## config.mk

```make
export PLATFORM = sky130hd
export DESIGN_NAME = open_addressing_hash_table_top
export DESIGN_NICKNAME = d
export VERILOG_FILES = /design/src/sv/oaht_pkg.sv /design/src/sv/oaht_ctrl.sv /design/src/sv/oaht_dp.sv /design/src/sv/open_addressing_hash_table_top.sv
export SDC_FILE = /design/constraint.sdc
export NUM_CORES = 1
export LEC_CHECK = 0
export BUFFER_PORTS_ARGS = -buffer_cell sky130_fd_sc_hd__buf_4
export CORE_AREA = 10 10 236 238
export CTS_CLUSTER_SIZE = 10
export DETAILED_ROUTE_END_ITERATION = 16
export DIE_AREA = 0 0 246 248
export GPL_ROUTABILITY_DRIVEN = 0
export GPL_TIMING_DRIVEN = 0
export PLACE_DENSITY = 0.79
export SLEW_MARGIN = 5
export SYNTH_ARGS = -nofsm -noshare
export SYNTH_HDL_FRONTEND = slang
export SYNTH_SLANG_ARGS = --single-unit
export TNS_END_PERCENT = 1
```

## constraint.sdc

```tcl
create_clock -name clk -period 4.6 [get_ports clk]
set_input_delay 0.69 -clock clk [delete_from_list [all_inputs] [get_ports clk]]
set_output_delay 0.69 -clock clk [all_outputs]
set_load 0.01 [all_outputs]
```

## src/sv/oaht_pkg.sv

```systemverilog
`default_nettype none

package oaht_pkg;

  localparam int KEY_W      = 31;
  localparam int KEY_PAD_W  = 32;
  localparam int MODE_W     = 2;
  localparam int RES_W      = 3;
  localparam int SLOT_OUT_W = 4;
  localparam int SLOT_ST_W  = 2;
  localparam int WORD_W     = SLOT_ST_W + KEY_W;
  localparam int DIGIT_W    = 4;
  localparam int KEY_DIGITS = KEY_PAD_W / DIGIT_W;
  localparam int DIG_CNT_W  = $clog2(KEY_DIGITS);
  localparam int CFG_ADDR_W = 3;
  localparam int CFG_DATA_W = 32;

  localparam logic [MODE_W-1:0] MODE_INSERT = 2'd0;
  localparam logic [MODE_W-1:0] MODE_SEARCH = 2'd1;
  localparam logic [MODE_W-1:0] MODE_DELETE = 2'd2;
  localparam logic [MODE_W-1:0] MODE_NOP    = 2'd3;

  localparam logic [RES_W-1:0] RES_INSERTED = 3'd0;
  localparam logic [RES_W-1:0] RES_FOUND    = 3'd1;
  localparam logic [RES_W-1:0] RES_DELETED  = 3'd2;
  localparam logic [RES_W-1:0] RES_MISSING  = 3'd3;
  localparam logic [RES_W-1:0] RES_FULL     = 3'd4;

  localparam logic [SLOT_ST_W-1:0] SLOT_EMPTY = 2'd0;
  localparam logic [SLOT_ST_W-1:0] SLOT_USED  = 2'd1;
  localparam logic [SLOT_ST_W-1:0] SLOT_TOMB  = 2'd2;

  localparam logic REG_PROBE_KIND = 1'b0;

  typedef struct packed {
    logic clr_we;
    logic load;
    logic mod_run;
    logic advance;
    logic commit;
    logic fail;
    logic emit;
  } cmd_t;

  typedef struct packed {
    logic clr_last;
    logic mod_done;
    logic take;
    logic stop;
    logic last;
    logic out_busy;
  } stat_t;

endpackage

`default_nettype wire

```

## src/sv/oaht_ctrl.sv

```systemverilog
`default_nettype none

module oaht_ctrl (
  input  wire              clk,
  input  wire              rst_n,
  input  wire              in_tvalid,
  output logic             in_tready,
  input  oaht_pkg::stat_t  stat,
  output oaht_pkg::cmd_t   cmd
);
  import oaht_pkg::*;

  localparam logic [2:0] S_CLEAR = 3'd0;
  localparam logic [2:0] S_IDLE  = 3'd1;
  localparam logic [2:0] S_HASH  = 3'd2;
  localparam logic [2:0] S_READ  = 3'd3;
  localparam logic [2:0] S_CHECK = 3'd4;
  localparam logic [2:0] S_OUT   = 3'd5;

  logic [2:0] state_r;
  logic [2:0] state_nxt;

  always_comb begin
    cmd       = '0;
    state_nxt = state_r;
    unique case (state_r)
      S_CLEAR: begin
        cmd.clr_we = 1'b1;
        if (stat.clr_last) state_nxt = S_IDLE;
      end
      S_IDLE: begin
        if (in_tvalid) begin
          cmd.load  = 1'b1;
          state_nxt = S_HASH;
        end
      end
      S_HASH: begin
        cmd.mod_run = 1'b1;
        if (stat.mod_done) state_nxt = S_READ;
      end
      S_READ: begin
        state_nxt = S_CHECK;
      end
      S_CHECK: begin
        priority if (stat.take) begin
          cmd.commit = 1'b1;
          state_nxt  = S_OUT;
        end else if (stat.stop || stat.last) begin
          cmd.fail  = 1'b1;
          state_nxt = S_OUT;
        end else begin
          cmd.advance = 1'b1;
          state_nxt   = S_READ;
        end
      end
      S_OUT: begin
        if (!stat.out_busy) begin
          cmd.emit  = 1'b1;
          state_nxt = S_IDLE;
        end
      end
      default: begin
        state_nxt = S_IDLE;
      end
    endcase
  end

  always_ff @(posedge clk) begin
    if (!rst_n) begin
      state_r <= S_CLEAR;
    end else begin
      state_r <= state_nxt;
    end
  end

  assign in_tready = (state_r == S_IDLE);

endmodule

`default_nettype wire

```

## src/sv/oaht_dp.sv

```systemverilog
`default_nettype none

module oaht_dp #(
  parameter int TABLE_DEPTH = 16
) (
  input  wire                                clk,
  input  wire                                rst_n,
  input  wire                                probe_kind,
  input  wire  [oaht_pkg::MODE_W-1:0]        in_mode,
  input  wire  [oaht_pkg::KEY_W-1:0]         in_key,
  input  oaht_pkg::cmd_t                     cmd,
  output oaht_pkg::stat_t                    stat,
  output logic                               out_tvalid,
  input  wire                                out_tready,
  output logic [oaht_pkg::RES_W-1:0]         out_status,
  output logic [oaht_pkg::SLOT_OUT_W-1:0]    out_slot
);
  import oaht_pkg::*;

  localparam int AW  = $clog2(TABLE_DEPTH);
  localparam int AW1 = AW + 1;
  localparam logic [AW:0]   DEPTH_EXT = AW1'(TABLE_DEPTH);
  localparam logic [AW-1:0] LAST_IDX  = AW'(TABLE_DEPTH - 1);

  logic [WORD_W-1:0]    mem [TABLE_DEPTH];
  logic [WORD_W-1:0]    rdata_r;

  logic [AW-1:0]        clr_addr_r;
  logic [MODE_W-1:0]    mode_r;
  logic [KEY_W-1:0]     key_r;
  logic [KEY_PAD_W-1:0] key_sr_r;
  logic [DIG_CNT_W-1:0] dig_cnt_r;
  logic [AW-1:0]        rem_r;
  logic [AW-1:0]        rem_nxt;
  logic [AW-1:0]        pos_r;
  logic [AW-1:0]        pos_nxt;
  logic [AW-1:0]        step_r;
  logic [AW-1:0]        step_nxt;
  logic [AW-1:0]        cnt_r;
  logic [RES_W-1:0]     res_status_r;
  logic [AW-1:0]        res_slot_r;
  logic                 out_valid_r;
  logic [RES_W-1:0]     out_status_r;
  logic [SLOT_OUT_W-1:0] out_slot_r;

  logic [SLOT_ST_W-1:0] rd_st;
  logic [KEY_W-1:0]     rd_key;
  logic                 key_eq;
  logic                 we;
  logic [AW-1:0]        waddr;
  logic [WORD_W-1:0]    wdata;
  logic [AW+SLOT_OUT_W-1:0] slot_ext;

  // remainder of the key by the table depth, one nibble per cycle
  always_comb begin
    logic [AW:0]   t;
    logic [AW-1:0] r;
    r = rem_r;
    for (int j = 0; j < DIGIT_W; j++) begin
      t = {r, key_sr_r[KEY_PAD_W-1-j]};
      if (t >= DEPTH_EXT) t = t - DEPTH_EXT;
      r = t[AW-1:0];
    end
    rem_nxt = r;
  end

  // next probe slot and step: pos + step mod depth, step grows by 2 for quadratic
  always_comb begin
    logic [AW:0] psum;
    logic [AW:0] ssum;
    psum = {1'b0, pos_r} + {1'b0, step_r};
    if (psum >= DEPTH_EXT) psum = psum - DEPTH_EXT;
    pos_nxt = psum[AW-1:0];
    ssum = {1'b0, step_r} + AW1'(2);
    if (ssum >= DEPTH_EXT) ssum = ssum - DEPTH_EXT;
    step_nxt = probe_kind ? ssum[AW-1:0] : step_r;
  end

  assign rd_st  = rdata_r[WORD_W-1 -: SLOT_ST_W];
  assign rd_key = rdata_r[KEY_W-1:0];
  assign key_eq = (rd_key == key_r);

  always_comb begin
    stat          = '0;
    stat.clr_last = (clr_addr_r == LAST_IDX);
    stat.mod_done = (dig_cnt_r == DIG_CNT_W'(KEY_DIGITS - 1));
    stat.last     = (cnt_r == LAST_IDX);
    stat.out_busy = out_valid_r && !out_tready;
    unique case (mode_r)
      MODE_INSERT: begin
        stat.take = (rd_st != SLOT_USED);
        stat.stop = 1'b0;
      end
      MODE_SEARCH, MODE_DELETE: begin
        stat.take = (rd_st == SLOT_USED) && key_eq;
        stat.stop = (rd_st == SLOT_EMPTY);
      end
      default: begin
        stat.take = 1'b0;
        stat.stop = 1'b1;
      end
    endcase
  end

  always_comb begin
    we    = 1'b0;
    waddr = pos_r;
    wdata = {SLOT_USED, key_r};
    if (cmd.clr_we) begin
      we    = 1'b1;
      waddr = clr_addr_r;
      wdata = {SLOT_EMPTY, {KEY_W{1'b0}}};
    end else if (cmd.commit && mode_r == MODE_INSERT) begin
      we = 1'b1;
    end else if (cmd.commit && mode_r == MODE_DELETE) begin
      we    = 1'b1;
      wdata = {SLOT_TOMB, rd_key};
    end
  end

  always_ff @(posedge clk) begin
    if (we) mem[waddr] <= wdata;
    rdata_r <= mem[pos_r];
  end

  always_ff @(posedge clk) begin
    if (!rst_n) begin
      clr_addr_r <= '0;
    end else if (cmd.clr_we) begin
      clr_addr_r <= clr_addr_r + AW'(1);
    end
  end

  always_ff @(posedge clk) begin
    if (cmd.load) begin
      mode_r    <= in_mode;
      key_r     <= in_key;
      key_sr_r  <= {1'b0, in_key};
      dig_cnt_r <= '0;
      rem_r     <= '0;
    end else if (cmd.mod_run) begin
      key_sr_r  <= key_sr_r << DIGIT_W;
      dig_cnt_r <= dig_cnt_r + DIG_CNT_W'(1);
      rem_r     <= rem_nxt;
      if (stat.mod_done) begin
        pos_r  <= rem_nxt;
        step_r <= AW'(1);
        cnt_r  <= '0;
      end
    end else if (cmd.advance) begin
      pos_r  <= pos_nxt;
      step_r <= step_nxt;
      cnt_r  <= cnt_r + AW'(1);
    end
  end

  always_ff @(posedge clk) begin
    if (cmd.commit) begin
      res_slot_r <= pos_r;
      unique case (mode_r)
        MODE_INSERT: res_status_r <= RES_INSERTED;
        MODE_SEARCH: res_status_r <= RES_FOUND;
        MODE_DELETE: res_status_r <= RES_DELETED;
        default:     res_status_r <= RES_MISSING;
      endcase
    end else if (cmd.fail) begin
      res_slot_r   <= '0;
      res_status_r <= (mode_r == MODE_INSERT) ? RES_FULL : RES_MISSING;
    end
  end

  assign slot_ext = {{SLOT_OUT_W{1'b0}}, res_slot_r};

  always_ff @(posedge clk) begin
    if (!rst_n) begin
      out_valid_r <= 1'b0;
    end else if (cmd.emit) begin
      out_valid_r <= 1'b1;
    end else if (out_tready) begin
      out_valid_r <= 1'b0;
    end
  end

  always_ff @(posedge clk) begin
    if (cmd.emit) begin
      out_status_r <= res_status_r;
      out_slot_r   <= slot_ext[SLOT_OUT_W-1:0];
    end
  end

  assign out_tvalid = out_valid_r;
  assign out_status = out_status_r;
  assign out_slot   = out_slot_r;

endmodule

`default_nettype wire

```

## src/sv/open_addressing_hash_table_top.sv

```systemverilog
// Each input transaction makes P probes, P from 1 to TABLE_DEPTH, before its result.
// Key hashing feeds the key through the remainder unit one key nibble per cycle.
// Each probe is a slot-memory read, then a check and optional write.
// One item in flight: a new input is taken only once the last result is held in the output register.
// Reset: synchronous, active low; a clearing pass over all TABLE_DEPTH slots marks every slot empty,
// with in_tready low until it ends. probe_kind resets to linear.
`default_nettype none

module open_addressing_hash_table_top #(
  parameter int TABLE_DEPTH = 16
) (
  input  wire         clk,
  input  wire         rst_n,
  input  wire         in_tvalid,
  output logic        in_tready,
  input  wire  [31:0] in_tdata,    // [30:0] key
  input  wire  [1:0]  in_tuser,    // [1:0] mode
  output logic        out_tvalid,
  input  wire         out_tready,
  output logic [7:0]  out_tdata,   // [3:0] slot_index
  output logic [2:0]  out_tuser,   // [2:0] status
  input  wire                                cfg_psel,
  input  wire                                cfg_penable,
  input  wire                                cfg_pwrite,
  input  wire  [oaht_pkg::CFG_ADDR_W-1:0]    cfg_paddr,
  input  wire  [oaht_pkg::CFG_DATA_W-1:0]    cfg_pwdata,
  output logic [oaht_pkg::CFG_DATA_W-1:0]    cfg_prdata,
  output logic                               cfg_pready
);
  import oaht_pkg::*;

  cmd_t  cmd;
  stat_t stat;
  logic  probe_kind_r;
  logic  cfg_sel_kind;
  logic [SLOT_OUT_W-1:0] out_slot;
  logic [RES_W-1:0]      out_status;

  assign cfg_pready   = 1'b1;
  assign cfg_sel_kind = (cfg_paddr[CFG_ADDR_W-1:2] == REG_PROBE_KIND);

  always_ff @(posedge clk) begin
    if (!rst_n) begin
      probe_kind_r <= 1'b0;
    end else if (cfg_psel && cfg_penable && cfg_pwrite && cfg_pready && cfg_sel_kind) begin
      probe_kind_r <= cfg_pwdata[0];
    end
  end

  assign cfg_prdata = cfg_sel_kind ? {{(CFG_DATA_W-1){1'b0}}, probe_kind_r} : '0;

  oaht_ctrl u_ctrl (
    .clk       (clk),
    .rst_n     (rst_n),
    .in_tvalid (in_tvalid),
    .in_tready (in_tready),
    .stat      (stat),
    .cmd       (cmd)
  );

  oaht_dp #(
    .TABLE_DEPTH (TABLE_DEPTH)
  ) u_dp (
    .clk        (clk),
    .rst_n      (rst_n),
    .probe_kind (probe_kind_r),
    .in_mode    (in_tuser),
    .in_key     (in_tdata[KEY_W-1:0]),
    .cmd        (cmd),
    .stat       (stat),
    .out_tvalid (out_tvalid),
    .out_tready (out_tready),
    .out_status (out_status),
    .out_slot   (out_slot)
  );

  assign out_tdata = {{(8-SLOT_OUT_W){1'b0}}, out_slot};
  assign out_tuser = out_status;

  a_one_in_flight: assert property (@(posedge clk) disable iff (!rst_n)
    (in_tvalid && in_tready) |=> !in_tready)
    else $error("input accepted while an item is in flight");

  a_emit_free: assert property (@(posedge clk) disable iff (!rst_n)
    cmd.emit |-> (!out_tvalid || out_tready))
    else $error("result overwrote a pending transaction");

  a_status_range: assert property (@(posedge clk) disable iff (!rst_n)
    out_tvalid |-> (out_status <= RES_FULL))
    else $error("status code out of range");

  a_miss_slot_zero: assert property (@(posedge clk) disable iff (!rst_n)
    (out_tvalid && (out_status == RES_MISSING || out_status == RES_FULL)) |-> (out_slot == '0))
    else $error("slot index nonzero on miss or full");

endmodule

`default_nettype wire
```

## Word-level counts from Yosys, hierarchy flattened

Memory sizes are Yosys's and may differ from the RTL's. A register that Yosys moved wholly into a read port is not among the register bits.
Cells that the tools add are included.

| word-level totals | value |
|---|---|
| bits in latches | 0 |
| word-level logic and storage cells | 132 |
| register bits after elaboration | 107 |
| memory bits (writable) | 528 |
| input port bits | 76 |
| output and inout port bits | 46 |
| memory bits (read-only) | 0 |
| memories kept | 1 |

Memories:

| name | words | bits a word | read ports | clocked after memory_dff | wr ports | RTL line | source |
|---|---|---|---|---|---|---|---|
| u_dp.mem | 16 | 33 | 1 | 1 | 1 | oaht_dp.sv:25 | `logic [WORD_W-1:0] mem [TABLE_DEPTH];` |

| operators by class | value |
|---|---|
| reduce and logical (&&, ||, !) cells | 21 |
| $add $sub $neg | 11 |
| shift operators | 0 |
| div/mod/pow operators | 0 |
| multiplexer cells | 56 |
| eq/ne operators | 18 |
| $lt $le $gt $ge | 6 |
| bitwise gates (word level) | 2 |
| multipliers | 0 |

Operator list:

| operator | count |
|---|---|
| 33-bit two-way mux | 3 |
| 4-bit two-way mux | 19 |
| 31-bit two-way mux | 2 |
| 31-bit equality test | 1 |
| 5-bit greater-or-equal comparator, second input constant | 6 |
| 3-bit two-way mux | 10 |
| 4-bit by 1-bit subtractor with 4-bit output, second input constant | 6 |
| 1-bit two-way mux | 19 |
| 3-bit case mux with 6 select lines | 1 |
| 2-bit nonzero test | 5 |
| 3-bit equality test, second input constant | 3 |
| 4-bit by 1-bit adder with 4-bit output, second input constant | 2 |
| 4-bit equality test, second input constant | 2 |
| 2-bit inequality test, second input constant | 4 |
| 4-bit AND reduction | 2 |
| 1-bit logical AND | 7 |
| 3-bit by 2-bit equality test with 1-bit output, second input constant | 2 |
| 2-bit case mux with 3 select lines | 1 |
| 4-bit by 2-bit adder with 5-bit output, second input constant | 1 |
| 4-bit by 4-bit adder with 5-bit output | 1 |
| 2-bit by 1-bit equality test with 1-bit output, second input constant | 2 |
| 2-bit zero test | 2 |
| 2-bit by 1-bit inequality test with 1-bit output, second input constant | 2 |
| 2-bit case mux with 2 select lines | 1 |
| other kinds (9) | 10 |

## Longest topological paths before layout

| depth | value |
|---|---|
| depth after elaboration | 13 |
| gate-level depth with buffers | 8 |
| depth with buffers taken out | 7 |

## Hierarchy

A second synthesis with hierarchy kept.

| second synthesis, totals | value |
|---|---|
| cells, all modules | 1181 |
| area, all modules | 26266.4 um2 |

By module, submodules not included:

| module | sequential area each (um2) | area an instance (um2) | times used | cells each |
|---|---|---|---|---|
| oaht_dp | 19368.6 | 25667.1 | 1 | 1105 |
| open_addressing_hash_table_top | 20.0 | 345.3 | 1 | 44 |
| oaht_ctrl | 60.1 | 254.0 | 1 | 32 |

## Least setup slack after synthesis

OpenSTA, ideal clock, no wires.

| path | value |
|---|---|
| path kind | reg-to-reg |
| start | register u_dp.mode_r[0] |
| end | memory u_dp.mem[11][0] in the netlist's numbering (enable) |
| buffers on the path | 1 |
| path slack | 888 ps |
| stages on the path, launching flop included | 7 |
| required time | 4166 ps |
| period minus slack after synthesis | 3712 ps |
| data arrival time | 3278 ps |
| setup time | 434 ps |
| cells stage by stage | edfxtp_1 > ha_1 > or3_4 > nor3_2 > o2111ai_2 > buf_2 > a21oi_1 |

| between the ends | value |
|---|---|
| cells in the longest elaborated chain, start to end | 11 |
| elaborated cells between the ends (all ways) | 14 |
| those cells by class | eq/ne (2); mux (8); reduce/logical (4) |

Ends and longest elaborated chain:

| item | RTL line | source |
|---|---|---|
| from (decl) | oaht_dp.sv:29 | `logic [MODE_W-1:0] mode_r;` |
| from (signal assigned) | oaht_dp.sv:136 | `mode_r <= in_mode;` |
| 2-bit by 1-bit equality test with 1-bit output / 2-bit equality test (equally long branches) | oaht_dp.sv:89, oaht_dp.sv:115 |  |
| 2-bit OR reduction | oaht_dp.sv:89 | `unique case (mode_r)` |
| 2-bit case mux with 2 select lines | oaht_dp.sv:89 |  |
| 1-bit two-way mux | oaht_ctrl.sv:45 | `priority if (stat.take) begin` |
| 3-bit two-way mux | oaht_ctrl.sv:26 | `unique case (state_r)` |
| 1-bit logical AND | oaht_dp.sv:115 | `end else if (cmd.commit && mode_r == MODE_DELETE) begin` |
| 1-bit two-way mux | oaht_dp.sv:115 |  |
| 1-bit two-way mux * | oaht_dp.sv:113 | `end else if (cmd.commit && mode_r == MODE_INSERT) begin` |
| 1-bit two-way mux * | oaht_dp.sv:109 | `if (cmd.clr_we) begin` |
| 1-bit two-way mux * | oaht_dp.sv:122 | `if (we) mem[waddr] <= wdata;` |
| 1-bit two-way mux (implied by the code) * | oaht_dp.sv:122 |  |
| to (decl) | oaht_dp.sv:25 |  |

Mark *: on every way between the ends. The rest lies on a longest branch, timed or not.

## Worst setup path in the final report

| path | value |
|---|---|
| start | register u_dp.key_r[17] |
| end | memory u_dp.mem[7][28] in the netlist's numbering (enable) |

| between the ends | value |
|---|---|
| cells in the longest elaborated chain, start to end | 11 |
| elaborated cells between the ends (all ways) | 12 |
| those cells by class | eq/ne (1); mux (8); reduce/logical (3) |

Ends and longest elaborated chain:

| item | RTL line | source |
|---|---|---|
| from (decl) | oaht_dp.sv:30 | `logic [KEY_W-1:0] key_r;` |
| from (signal assigned) | oaht_dp.sv:137 | `key_r <= in_key;` |
| 31-bit equality test * | oaht_dp.sv:81 | `assign key_eq = (rd_key == key_r);` |
| 1-bit logical AND * | oaht_dp.sv:95 | `stat.take = (rd_st == SLOT_USED) && key_eq;` |
| 2-bit case mux with 2 select lines * | oaht_dp.sv:89 |  |
| 1-bit two-way mux * | oaht_ctrl.sv:45 |  |
| 3-bit two-way mux * | oaht_ctrl.sv:26 |  |
| 1-bit logical AND | oaht_dp.sv:115 |  |
| 1-bit two-way mux | oaht_dp.sv:115 |  |
| 1-bit two-way mux * | oaht_dp.sv:113 |  |
| 1-bit two-way mux * | oaht_dp.sv:109 |  |
| 1-bit two-way mux * | oaht_dp.sv:122 |  |
| 1-bit two-way mux (implied by the code) * | oaht_dp.sv:122 |  |

Marked as above.

==> metrics.txt <==
status=completed; die width=246 µm; Die H=248 µm; total grt overflow=0; DRC viols=0; Switching Share=0.2034; RSZ-0062 raised after global routing=no; CP required=4890 ps; P&R area growth vs syn=17.18%; top cell type's share of synthesized area=0.7188; Detailed Route Iter0 Violations=1849; # IOs=122; Seq/Total Area, Yosys=0.7546; # clock sinks=663; Critical Path Start Type=flip-flop; mean post-synth cell area=21.18 µm²; kind of critical path=reg2reg; Worst Reg-to-Reg Cells=7; Reg clk slew, reported paths=60 ps; TritonRoute pass-1 iters=5; setup slack after placement=393.5 ps; H-Tree Depth=3; clock power share=0.438; via count=13.31k; fin worst setup slack=172.8 ps; Initial Utilization=0.5055; sequential power share=0.536; Comb pwr share=0.026; Buffers on Ports=51; largest cells by area after synthesis=edfxtp_1 (72%), mux4_2 (14%), dfxtp_1 (3.6%); CTS Buf Count=76; cell taking the most area after synthesis=edfxtp_1; Nets=1494; fraction of registers with async set/reset=0; Setup Skew=28.53 ps; CP Data Arrival Time=4720 ps; largest net degree at the start of global routing=43; std cell rows=83; cell area after layout=0.03020 mm²; clock root cell=clkbuf_16; top_reg_cell synth=edfxtp_1; Worst Hold Path Cells=1; most frequent cell after synthesis=edfxtp_1; clk_lat worst skew=620 ps; Post-synth EDFFs=617; count of cell types in the netlist=56; FF+latch count, synth=663; design internal power=9941 µW; placed cells=2008; vias in the first global route=13.60k; Hold WC Path Type=in2reg; final setup violation count=0; Final HPWL DP=39.52 mm; Post-Syn Instances=1217; clock tree buffer depth=3; Min Hold Slack=267.1 ps; fmax=225.9 MHz; fin crit share=0.9624; antenna-violating nets left=0; Worst VDD drop=319.4 µV; Slew Limit Fails=0; Tmin final=4427 ps; area of the mapped netlist=0.02577 mm²; Util after Layout=0.5923; switching pwr=2539 µW; diode count=0; TritonCTS clock tree=yes; Finished Layout Cells=2145; first-pass GRT wire length=93.66 mm; die area=0.06101 mm²; Worst Path Max Fanout=19; CORE AREA=0.05099 mm²; drt total wl=64.74 mm; Total Routing Usage GR=0.2137; Post-CTS Setup Inserts=0; maxcap violations=0; pwr/cell area=413.2 mW/mm²; DP Area=0.02796 mm²; routed length per placed instance=30.18 µm; count of hold-fix buffers inserted at cts=0; Vias/cell=6.204; max_slew headroom=0.1642; initial antenna violation count=1; Final Hold Fails=0; Worst-Margin Slew=1254 ps; Worst Setup End Kind=flip-flop; leak pwr=0.009806 µW; # resized after CTS=0; Layout fillers=3435; most frequent cells after synthesis=edfxtp_1 (617), mux4_2 (165), dfxtp_1 (46), and2_1 (40), buf_4 (40); YS warnings=0; share of layout cells above drive strength 1=0.3099
cells by family (layout without fill, tap and decap cells):
group,Yosys count,after routing,share of synthesized area
and+or+nand+nor,151,151,0.03316
other,2,36,0.0002914
adders and majority gates,12,12,0.006116
AOI/OAI and AO/OA,56,56,0.01369
DFF,663,663,0.7546
xor gates and xnor gates,41,41,0.01393
muxes,193,193,0.1564
buffers and inverters,99,313,0.02189
sequential cells by signal (all words and copies together) (netlist names), 4 cells and up:
register	flops
u_dp.key_r	31
u_dp.rdata_r	33
u_dp.out_slot	4
u_dp.pos_r	4
u_dp.res_slot_r	4
u_dp.clr_addr_r	4
u_dp.cnt_r	4
u_dp.key_sr_r	32
u_dp.mem	528
metrics by stage:
| stage | TNS (ps) | total power (µW) |
|---|---|---|
| floorplan | 0 | 6956 |
| CTS | 0 | 12500 |
| finish | 0 | 12480 |
| global placement | -894490 | 7072 |
| global route | 0 | 12750 |
| detailed placement | 0 | 7123 |
worst max-delay path: stages (launching register included):
cell	delay (ps)
edfxtp_1	410
xnor2_1	490
nand4_1	180
nor4_1	740
o2111ai_2	670
buf_2	510
a21oi_4	810
buf_12	300
cells in the final DEF, fill, tap and decap left out, types with 7 or more instances in the layout:
cell | Yosys | final
inv_1 | 7 | 7
nand2_1 | 33 | 33
conb_1 | 2 | 36
nor2_1 | 16 | 16
nand3b_1 | 7 | 7
a21oi_4 | 0 | 16
nand3_1 | 9 | 9
xnor2_1 | 39 | 39
a21oi_1 | 29 | 13
dfxtp_1 | 46 | 46
mux2_2 | 27 | 27
buf_12 | 0 | 10
buf_2 | 28 | 28
clkbuf_16 | 0 | 76
and2_1 | 40 | 40
buf_16 | 0 | 16
nand4_1 | 15 | 15
mux4_2 | 165 | 165
buf_4 | 40 | 91
edfxtp_1 | 617 | 617
ha_1 | 11 | 11
clkbuf_1 | 22 | 74
metal layers:
layer | vias to the layer above | share of wire | global-route usage | wire [µm]
met5 | - | 0.00022 | 0 | 14
met4 | 2 | 0.034 | 0.08223 | 2174
met3 | 163 | 0.11 | 0.05547 | 7055
met2 | 926 | 0.48 | 0.3402 | 31300
met1 | 6917 | 0.37 | 0.2798 | 24200
li1 | 5300 | - | - | -
power groups by stage:
stage / logic, µW / registers [µW] / clock network (µW)
final: 327 / 6690 / 5470
after global routing: 343 / 6690 / 5720
after CTS: 323 / 6690 / 5500
after detailed placement: 317 / 6810 / 0
after global placement: 260 / 6810 / 0
after floorplan: 160 / 6800 / 0
layout make-up:
class / count / area (µm²) / area share
flip-flops and latches: 663 / 19450 / 0.6439
clock buffers: 130 / 2125 / 0.07034
multi-input cells: 489 / 6081 / 0.2013
plain buffers: 92 / 538.0 / 0.01781
well taps: 680 / 850.8 / 0.02817
repair buffers: 77 / 1023 / 0.03389
clock inverters: 7 / 111.4 / 0.003687
inverters: 7 / 26.28 / 0.0008699
path summary, 6_finish.rpt:
path | from | end | slack (ps)
worst min-delay path | in_tdata[4] | u_dp.key_r[4] | 270
worst max-delay path | u_dp.key_r[17] | u_dp.mem[7][28] | 170
worst min register to register | u_dp.res_slot_r[2] | u_dp.out_slot[2] | 420
worst max register to register | u_dp.key_r[17] | u_dp.mem[7][28] | 170
(Power assumes the default switching activity.)
